==> src/hdl/kpe_pkg.sv <==
// shared types and constants for the key press event detector
`timescale 1ns / 1ps
`default_nettype none

package kpe_pkg;

  localparam int KEY_W     = 4;
  localparam int CODE_W    = 3;
  localparam int CNT_W     = 16;
  localparam int CFG_IDX_W = 2;
  localparam int KEY_BITS_DEFAULT = 4;

  localparam int S_TDATA_W = 8;
  localparam int M_TDATA_W = 8;

  localparam logic [CNT_W-1:0] CNT_MAX = {CNT_W{1'b1}};

  localparam logic [CNT_W-1:0] DEBOUNCE_RESET   = CNT_W'(2);
  localparam logic [CNT_W-1:0] LONG_PRESS_RESET = CNT_W'(100);
  localparam logic [CNT_W-1:0] REPEAT_RESET     = CNT_W'(20);

  typedef enum logic [CODE_W-1:0] {
    EV_NONE     = 3'd0,
    EV_PRESS    = 3'd1,
    EV_SHORT    = 3'd2,
    EV_LONG     = 3'd3,
    EV_REPEAT   = 3'd4,
    EV_LONG_REL = 3'd5
  } event_t;

  typedef enum logic [CFG_IDX_W-1:0] {
    REG_DEBOUNCE   = 2'd0,
    REG_LONG_PRESS = 2'd1,
    REG_REPEAT     = 2'd2
  } cfg_idx_t;

  typedef struct packed {
    logic [CNT_W-1:0] debounce_ticks;
    logic [CNT_W-1:0] long_press_ticks;
    logic [CNT_W-1:0] repeat_ticks;
  } cfg_t;

  typedef struct packed {
    event_t           event_code;
    logic [KEY_W-1:0] event_key;
  } result_t;

endpackage

`default_nettype wire

==> src/hdl/kpe_cfg.sv <==
// configuration registers for the key press event detector
`timescale 1ns / 1ps
`default_nettype none

module kpe_cfg (
  input  wire logic                          clk,
  input  wire logic                          rst,
  input  wire logic                          cfg_we,
  input  wire logic [kpe_pkg::CFG_IDX_W-1:0] cfg_addr,
  input  wire logic [kpe_pkg::CNT_W-1:0]     cfg_wdata,
  output kpe_pkg::cfg_t                      cfg
);
  import kpe_pkg::*;

  always_ff @(posedge clk) begin
    if (rst) begin
      cfg.debounce_ticks   <= DEBOUNCE_RESET;
      cfg.long_press_ticks <= LONG_PRESS_RESET;
      cfg.repeat_ticks     <= REPEAT_RESET;
    end else if (cfg_we) begin
      unique case (cfg_addr)
        REG_DEBOUNCE:   cfg.debounce_ticks   <= cfg_wdata;
        REG_LONG_PRESS: cfg.long_press_ticks <= cfg_wdata;
        REG_REPEAT:     cfg.repeat_ticks     <= cfg_wdata;
        default: ;
      endcase
    end
  end

endmodule

`default_nettype wire

==> src/hdl/kpe_fsm.sv <==
// input register and press/hold state machine
`timescale 1ns / 1ps
`default_nettype none

module kpe_fsm #(
  parameter int KEY_BITS = kpe_pkg::KEY_BITS_DEFAULT
) (
  input  wire logic                      clk,
  input  wire logic                      rst,
  input  kpe_pkg::cfg_t                  cfg,
  input  wire logic                      in_valid,
  output logic                           in_ready,
  input  wire logic [kpe_pkg::KEY_W-1:0] in_key,
  output logic                           res_valid,
  input  wire logic                      res_ready,
  output kpe_pkg::result_t               res
);
  import kpe_pkg::*;

  // tracked key keeps only the low KEY_BITS bits of the key (at most KEY_W)
  localparam int KeyW = (KEY_BITS < KEY_W) ? KEY_BITS : KEY_W;

  typedef enum logic [1:0] {
    PH_IDLE, PH_DEBOUNCE, PH_PRESSED, PH_LONG
  } phase_t;

  phase_t            phase, phase_next;
  logic [KeyW-1:0]   tracked_key, tracked_key_next;
  logic [CNT_W-1:0]  tick_count, tick_count_next;
  logic              key_valid;
  logic [KeyW-1:0]   key_q;
  logic              step;
  logic [CNT_W-1:0]  cnt_inc;
  logic [CNT_W-1:0]  limit;
  logic              expired;
  event_t            ev;

  assign step      = key_valid && res_ready;
  assign in_ready  = !key_valid || res_ready;
  assign res_valid = key_valid;

  assign cnt_inc = (tick_count == CNT_MAX) ? tick_count : tick_count + CNT_W'(1);

  always_comb begin
    unique case (phase)
      PH_DEBOUNCE: limit = cfg.debounce_ticks;
      PH_PRESSED:  limit = cfg.long_press_ticks;
      default:     limit = cfg.repeat_ticks;
    endcase
  end

  // a zero limit fires on the first tick since the count is already past it
  assign expired = cnt_inc >= limit;

  always_comb begin
    phase_next       = phase;
    tracked_key_next = tracked_key;
    tick_count_next  = tick_count;
    ev               = EV_NONE;
    unique case (phase)
      PH_IDLE: begin
        if (key_q != '0) begin
          tracked_key_next = key_q;
          tick_count_next  = '0;
          phase_next       = PH_DEBOUNCE;
        end
      end
      default: begin
        if (key_q != tracked_key) begin
          // any change counts as a release; new key picked up next tick
          phase_next = PH_IDLE;
          unique case (phase)
            PH_PRESSED: ev = EV_SHORT;
            PH_LONG:    ev = EV_LONG_REL;
            default:    ev = EV_NONE;
          endcase
        end else if (expired) begin
          tick_count_next = '0;
          unique case (phase)
            PH_DEBOUNCE: begin
              phase_next = PH_PRESSED;
              ev         = EV_PRESS;
            end
            PH_PRESSED: begin
              phase_next = PH_LONG;
              ev         = EV_LONG;
            end
            default: ev = EV_REPEAT;
          endcase
        end else begin
          tick_count_next = cnt_inc;
        end
      end
    endcase
  end

  assign res.event_code = ev;
  assign res.event_key  = (ev == EV_NONE) ? '0 : KEY_W'(tracked_key);

  always_ff @(posedge clk) begin
    if (rst) begin
      key_valid   <= 1'b0;
      phase       <= PH_IDLE;
      tracked_key <= '0;
      tick_count  <= '0;
    end else begin
      if (in_ready) begin
        key_valid <= in_valid;
        if (in_valid) begin
          key_q <= in_key[KeyW-1:0];
        end
      end
      if (step) begin
        phase       <= phase_next;
        tracked_key <= tracked_key_next;
        tick_count  <= tick_count_next;
      end
    end
  end

  a_tracked_nonzero: assert property (@(posedge clk) disable iff (rst)
    phase != PH_IDLE |-> tracked_key != '0)
    else $error("tracked key is zero outside idle");

  a_change_goes_idle: assert property (@(posedge clk) disable iff (rst)
    step && phase != PH_IDLE && key_q != tracked_key |=> phase == PH_IDLE)
    else $error("key change did not return to idle");

  a_timer_restart: assert property (@(posedge clk) disable iff (rst)
    step && (ev == EV_PRESS || ev == EV_LONG || ev == EV_REPEAT) |=> tick_count == '0)
    else $error("timer not restarted after timed event");

  a_hold_state: assert property (@(posedge clk) disable iff (rst)
    !step |=> $stable(phase) && $stable(tick_count))
    else $error("state moved without a beat");

endmodule

`default_nettype wire

==> src/hdl/kpe_out.sv <==
// result register driving the output stream
`timescale 1ns / 1ps
`default_nettype none

module kpe_out (
  input  wire logic                              clk,
  input  wire logic                              rst,
  input  wire logic                              res_valid,
  output logic                                   res_ready,
  input  kpe_pkg::result_t                       res,
  output logic                                   m_axis_tvalid,
  input  wire logic                              m_axis_tready,
  output logic [kpe_pkg::M_TDATA_W-1:0]          m_axis_tdata
);
  import kpe_pkg::*;

  result_t res_q;

  assign res_ready    = !m_axis_tvalid || m_axis_tready;
  assign m_axis_tdata = M_TDATA_W'({res_q.event_key, res_q.event_code});

  always_ff @(posedge clk) begin
    if (rst) begin
      m_axis_tvalid <= 1'b0;
    end else if (res_ready) begin
      m_axis_tvalid <= res_valid;
      if (res_valid) begin
        res_q <= res;
      end
    end
  end

  a_no_key_without_event: assert property (@(posedge clk) disable iff (rst)
    m_axis_tvalid && res_q.event_code == EV_NONE |-> res_q.event_key == '0)
    else $error("key reported with no event");

  a_valid_code: assert property (@(posedge clk) disable iff (rst)
    m_axis_tvalid |-> res_q.event_code <= EV_LONG_REL)
    else $error("event code out of range");

endmodule

`default_nettype wire

==> src/hdl/key_press_event_detector_top.sv <==
// key press event detector: debounce, short/long press and hold repeat
// result path: each input beat is registered in the fsm input register, then in the output register
// throughput: one beat per cycle while m_axis_tready does not stall; the state register updates once per beat
// in a single pass through the phase/timer logic
// reset (rst, synchronous): phase idle, tracked key and timer cleared,
// registers back to debounce 2, long press 100, repeat 20, no beat in flight
`timescale 1ns / 1ps
`default_nettype none

module key_press_event_detector_top #(
  parameter int KEY_BITS = kpe_pkg::KEY_BITS_DEFAULT
) (
  input  wire logic                          clk,
  input  wire logic                          rst,
  input  wire logic                          cfg_we,
  input  wire logic [kpe_pkg::CFG_IDX_W-1:0] cfg_addr,
  input  wire logic [kpe_pkg::CNT_W-1:0]     cfg_wdata,
  input  wire logic                          s_axis_tvalid,
  output logic                               s_axis_tready,
  input  wire logic [kpe_pkg::S_TDATA_W-1:0] s_axis_tdata,  // [3:0] key_code
  output logic                               m_axis_tvalid,
  input  wire logic                          m_axis_tready,
  output logic [kpe_pkg::M_TDATA_W-1:0]      m_axis_tdata   // [2:0] event_code, [6:3] event_key
);
  import kpe_pkg::*;

  cfg_t    cfg;
  result_t res;
  logic    res_valid;
  logic    res_ready;

  kpe_cfg u_cfg (
    .clk       (clk),
    .rst       (rst),
    .cfg_we    (cfg_we),
    .cfg_addr  (cfg_addr),
    .cfg_wdata (cfg_wdata),
    .cfg       (cfg)
  );

  kpe_fsm #(
    .KEY_BITS (KEY_BITS)
  ) u_fsm (
    .clk       (clk),
    .rst       (rst),
    .cfg       (cfg),
    .in_valid  (s_axis_tvalid),
    .in_ready  (s_axis_tready),
    .in_key    (s_axis_tdata[KEY_W-1:0]),
    .res_valid (res_valid),
    .res_ready (res_ready),
    .res       (res)
  );

  kpe_out u_out (
    .clk           (clk),
    .rst           (rst),
    .res_valid     (res_valid),
    .res_ready     (res_ready),
    .res           (res),
    .m_axis_tvalid (m_axis_tvalid),
    .m_axis_tready (m_axis_tready),
    .m_axis_tdata  (m_axis_tdata)
  );

endmodule

`default_nettype wire
==> config.mk <==
export PLATFORM = sky130hd
export DESIGN_NAME = key_press_event_detector_top
export DESIGN_NICKNAME = d
export VERILOG_FILES = /design/src/hdl/kpe_pkg.sv /design/src/hdl/kpe_cfg.sv /design/src/hdl/kpe_fsm.sv /design/src/hdl/kpe_out.sv /design/src/hdl/key_press_event_detector_top.sv
export SDC_FILE = /design/constraint.sdc
export NUM_CORES = 1
export LEC_CHECK = 0
export BUFFER_PORTS_ARGS = -buffer_cell sky130_fd_sc_hd__buf_2
export CAP_MARGIN = 25
export CORE_ASPECT_RATIO = 1.4
export CORE_MARGIN = 2
export CORE_UTILIZATION = 50
export DETAILED_ROUTE_END_ITERATION = 6
export PLACE_DENSITY = 0.69
export SLEW_MARGIN = 30
export SYNTH_ARGS = -nofsm -noshare
export SYNTH_HDL_FRONTEND = slang
export SYNTH_SLANG_ARGS = --single-unit
==> constraint.sdc <==
create_clock -name clk -period 7.7 [get_ports clk]
set_input_delay 2.31 -clock clk [delete_from_list [all_inputs] [get_ports clk]]
set_output_delay 2.31 -clock clk [all_outputs]
set_load 0.02 [all_outputs]
# ---- Yosys cells after proc, flatten, opt, wreduce, memory -nomap -nowiden
# Index checks and enable logic that the tools add are counted.
dict set report totals {
  reg_bits 83
  in_bits 31
  word_cells 58
}
dict set report classes {
  n_addsub 1
  order_cmp 1
  n_eq_ne 9
  mux 16
  bitwise_logic 1
  reduce_logical 19
}
# operator n
set op_table {}
lappend op_table {{two-way mux 16 bit} 5}
lappend op_table {{one-hot mux 16 bit (2 select lines)} 1}
lappend op_table {{adder 16 x 1 -> 16 bit (second input constant)} 1}
lappend op_table {{equality test 16 bit (second input constant)} 1}
lappend op_table {{greater-or-equal comparator 16 bit} 1}
lappend op_table {{one-hot mux 3 bit (2 select lines)} 2}
lappend op_table {{AND reduction 3 bit} 4}
lappend op_table {{two-way mux 3 bit} 3}
lappend op_table {{two-way mux 2 bit} 4}
lappend op_table {{nonzero test 4 bit} 2}
lappend op_table {{equality test 2 bit (second input constant)} 3}
lappend op_table {{AND reduction 2 bit} 3}
lappend op_table {{equality test 2 x 1 -> 1 bit (second input constant)} 2}
lappend op_table {{logical NOT 2 bit} 2}
lappend op_table {{inequality test 4 bit} 1}
lappend op_table {{one-hot mux 2 bit (2 select lines)} 1}
lappend op_table {{AND reduction 4 bit} 1}
lappend op_table {{logical NOT 3 bit} 1}
lappend op_table {{nonzero test 3 bit} 1}
lappend op_table {{logical NOT 1 bit} 2}
lappend op_table {{logical OR 1 bit} 2}
lappend op_table {{inequality test 2 x 1 -> 1 bit (second input constant)} 1}
lappend op_table {{inequality test 2 bit (second input constant)} 1}
lappend op_table {{logical AND 1 bit} 1}
lappend op_table {{inverter 1 bit} 1}

# ---- Depth between registers and ports, before layout
dict set report logic_depth {
  depth_word 7
  mapped_depth 16
  ltp_nobuf 13
}

# ---- Hierarchy
# A second synthesis with hierarchy kept.
dict set report unflattened {
  hier_cells 501
  hier_area_um2 4540.6
}
# module n_inst cells_each area_each_um2
set modules_own_cells {}
lappend modules_own_cells {kpe_fsm 1 305 2316.0}
lappend modules_own_cells {kpe_cfg 1 182 1948.1}
lappend modules_own_cells {kpe_out 1 14 276.5}

# ---- Worst setup path before layout
# Ideal clock, no wire load.
dict set report synth_path {
  kind {in2out}
  startpoint {input m_axis_tready}
  endpoint {output s_axis_tready}
  t_arrival_ps 2706
  required_ps 5390
  slack_ps 2684
  path_stages 2
  path_buffers 0
  cell_sequence {nor2b_1 nand2_1}
}
dict set report synth_via {
  elab_chain_cells 2
}
# element line_no
set synth_lines {}
lappend synth_lines {{start, declared} key_press_event_detector_top.sv:22} ;# input wire logic m_axis_tready,
lappend synth_lines {{logical OR 1 bit} kpe_out.sv:19} ;# assign res_ready = !m_axis_tvalid || m_axis_tready;
lappend synth_lines {{logical OR 1 bit} kpe_fsm.sv:39} ;# assign in_ready = !key_valid || res_ready;
lappend synth_lines {{end, declared} key_press_event_detector_top.sv:19} ;# output logic s_axis_tready,
# No other way between the ends.

# ---- Worst setup path in the final report
# Ends and elaborated chain as after synthesis.

==> impl_metrics.env <==
export IMPL_outcome="complete, no violations"
export IMPL_max_cap_violations=0
export IMPL_drc_violation_count_after_routing=0
export IMPL_port_buffers=35
export IMPL_slew_headroom_pct=46.6
export IMPL_final_core_density_pct=58.3
export IMPL_drt_vias_per_instance=5.61
export IMPL_dieWidth_um=82.0
export IMPL_layout_cells_non_filler=645
export IMPL_ioPinCount=41
export IMPL_grt_pass1_wl_um=16300
export IMPL_dr_pass1_iters=4
export IMPL_p_leak_uw=0.00174
export IMPL_globalplace_congestion=0.864
export IMPL_fmax_ghz=0.191
export IMPL_reg2reg_to="u_fsm.tick_count[1]"
export IMPL_aggregate_global_routing_overflow=0
export IMPL_maxSlewViolCount=0
export IMPL_min_delay_worst_endpoint="u_cfg.cfg[8]"
export IMPL_design_final_nets=590
export IMPL_dpl_hpwl_um=6480
export IMPL_place_inst=629
export IMPL_clock_tree_htree_level_count=3
export IMPL_fin_setup_tns_ns=0
export IMPL_postCtsResizedCells=0
export IMPL_yosys_cell_types_count=56
export IMPL_fin_worst_skew_ns=0.00851
export IMPL_cts_hold_fix_buffers=0
export IMPL_route_vias_total=3618
export IMPL_setup_violation_total_in_the_final_timing_report=0
export IMPL_antenna_found_initial=0
export IMPL_clock_latency_ns=0.34
export IMPL_crit_path_end_kind="primary output"
export IMPL_r2r_worst_path_cells=11
export IMPL_netlist_area_mm2=0.00426
export IMPL_yosysMostFrequentCell="nand2_1"
export IMPL_area_growth_pct=12.2
export IMPL_synth_top_cell_by_area="dfxtp_1"
export IMPL_multi_input_combinational_cell_area_mm2=0.00233
export IMPL_total_power_uw=987
export IMPL_cts_made_buffers=9
export IMPL_layout_drive_gt1_share_pct=13.1
export IMPL_cts_root_buf="clkbuf_16"
export IMPL_yosys_most_used_dff="dfxtp_1"
export IMPL_r2r_start="u_fsm.tick_count[5]"
export IMPL_hold_path_class="reg -> reg"
export IMPL_tritoncts_num_sinks=83
export IMPL_totalWireLength_um=9530
export IMPL_design_core_area_mm2=0.00820
export IMPL_average_wire_length_per_cell_after_detail_routing_um=14.8
export IMPL_rrSetupSlack_ns=3.66
export IMPL_final_hold_viol_count=0
export IMPL_ys_top_cells_by_count="nand2_1 (128), dfxtp_1 (72), a21oi_1 (64)"
export IMPL_grt_setup_unrepaired="no"
export IMPL_clkTransAtPathRegs_ns=0.06
export IMPL_first_global_vias=3526
export IMPL_syn_nets=569
export IMPL_antennaDiodeCount=0
export IMPL_period_needed_ns=5.23
export IMPL_floorplan_die_height_um=113
export IMPL_portion_of_the_post_synthesis_area_used_by_sequential_elements_pct=41.6
export IMPL_cp_required_ns=5.39
export IMPL_drt_initial_drc_count=163
export IMPL_synth_top_area_share_pct=33.9
export IMPL_num_fill_cells=775
export IMPL_final_min_period_over_clock_period_pct=68.0
export IMPL_postSynthRegisterBits=83
export IMPL_floorplan_die_area_mm2=0.00928
export IMPL_tritoncts="done"
export IMPL_ys_async_sr_fraction_pct=0
export IMPL_ctsLongestPathBuffers=2
export IMPL_post_cts_setup_buffer_count=0
export IMPL_initial_core_util_pct=51.9
export IMPL_cp_max_fo=5
export IMPL_postRouteAntennaNets=0
export IMPL_critPathKind="in -> out"
export IMPL_start_kind="input pin"
export IMPL_fin_hold_ws_ns=0.451
export IMPL_row_count=39
export IMPL_worst_slew_pin_transition_ns=0.802
export IMPL_hold_start="u_cfg.cfg[8]"
export IMPL_synth_edff_count=11
export IMPL_arrival_time_of_data_at_the_critical_path_endpoint_ns=2.92
export IMPL_vdd_ir_drop_max_mv=0.164
export IMPL_power_per_cell_area_mw_per_mm2=207
export IMPL_syn_inst=517
export IMPL_grt_start_max_net_pins=68
export IMPL_worstHoldPathCells=2
export IMPL_synth_top_cells_by_area="dfxtp_1 (34%), nand2_1 (11%), edfxtp_1 (7.8%), a21oi_1 (7.5%), ha_1 (6.2%)"
export IMPL_syn_mean_instance_area_um2=8.23
export IMPL_register_area_mm2=0.00177
export IMPL_global_route_usage_total_pct=22.6
export IMPL_synth_warning_count=0
## sequential cells by signal (all words and copies together), names as in the netlist
signal	cells
u_cfg.cfg	48
u_fsm.key_q	4
u_fsm.phase	2
u_fsm.res_valid	1
u_fsm.tick_count	16
u_fsm.tracked_key	4
u_out.m_axis_tdata	7
u_out.m_axis_tvalid	1
## per-stage QoR
stage / area, um^2 / worst slack (ns)
after floorplan: 4260 / 2.68
after global placement: 4460 / 2.49
after detailed placement: 4460 / 2.45
after CTS: 4770 / 2.45
after global routing: 4780 / 2.40
final: 4780 / 2.47
## metal layers
layer	track usage (%)	up-vias	routed length, um	share of wire [%]
met4	8.78	0	206	2.2
met5	0	-	0	0
met2	38.1	86	4960	52
li1	-	1868	-	-
met3	4.47	18	399	4.2
met1	27.8	1646	3960	42
## cell families (layout without fill, tap and decap cells)
| logic type | after synthesis | after routing | share of synthesized area [%] |
|---|---|---|---|
| other | 1 | 1 | 0.0881 |
| xor gates and xnor gates | 15 | 15 | 3.09 |
| AOI/OAI and AO/OA | 138 | 138 | 19.4 |
| and+or+nand+nor | 220 | 220 | 25.2 |
| adders and majority gates | 21 | 21 | 6.17 |
| muxes | 3 | 3 | 0.764 |
| DFF | 83 | 83 | 41.6 |
| buffers and inverters | 36 | 62 | 3.64 |
## cells in the final DEF (no fill, tap or decap), types with 6 or more instances in the layout
master,Yosys,layout
nand2_1,128,128
dfxtp_1,72,72
a21oi_1,64,64
buf_2,1,35
o21ai_0,25,25
nor2_1,20,20
ha_1,21,20
a22oi_1,16,16
nand2b_1,11,11
edfxtp_1,11,11
xnor2_1,10,10
nand3b_1,9,9
a32oi_1,9,9
clkbuf_16,0,9
inv_1,7,7
a31oi_1,6,6
## cell type report
| class | instances | share of cell area, % |
|---|---|---|
| inverters | 7 | 0.550 |
| multi-input cells | 398 | 48.8 |
| clock buffers | 11 | 5.29 |
| flip-flops and latches | 83 | 37.1 |
| clock inverters | 5 | 1.28 |
| well taps | 102 | 2.67 |
| repair buffers | 39 | 4.30 |
## power breakdown
group          total (uW)  internal, uW  switching (uW)
logic                85.8          30.7            55.1
registers             459           451            7.49
clock network         442           270             173
total                 987           752             235
## worst max-delay path: stages
cell and delay [ns]:
buf_2 0.09, nor2b_1 0.24, nand2_1 0.11, buf_2 0.17
## how the worst max path moves through the flow
stage | startpoint | endpoint | slack, ns | depth (start not counted)
final | m_axis_tready | s_axis_tready | 2.47 | 4
after global routing | m_axis_tready | s_axis_tready | 2.40 | 4
after CTS | m_axis_tready | s_axis_tready | 2.45 | 4
after detailed placement | m_axis_tready | s_axis_tready | 2.45 | 4
after global placement | m_axis_tready | s_axis_tready | 2.49 | 4
after floorplan | m_axis_tready | s_axis_tready | 2.68 | 2
(Power assumes the default switching activity.)
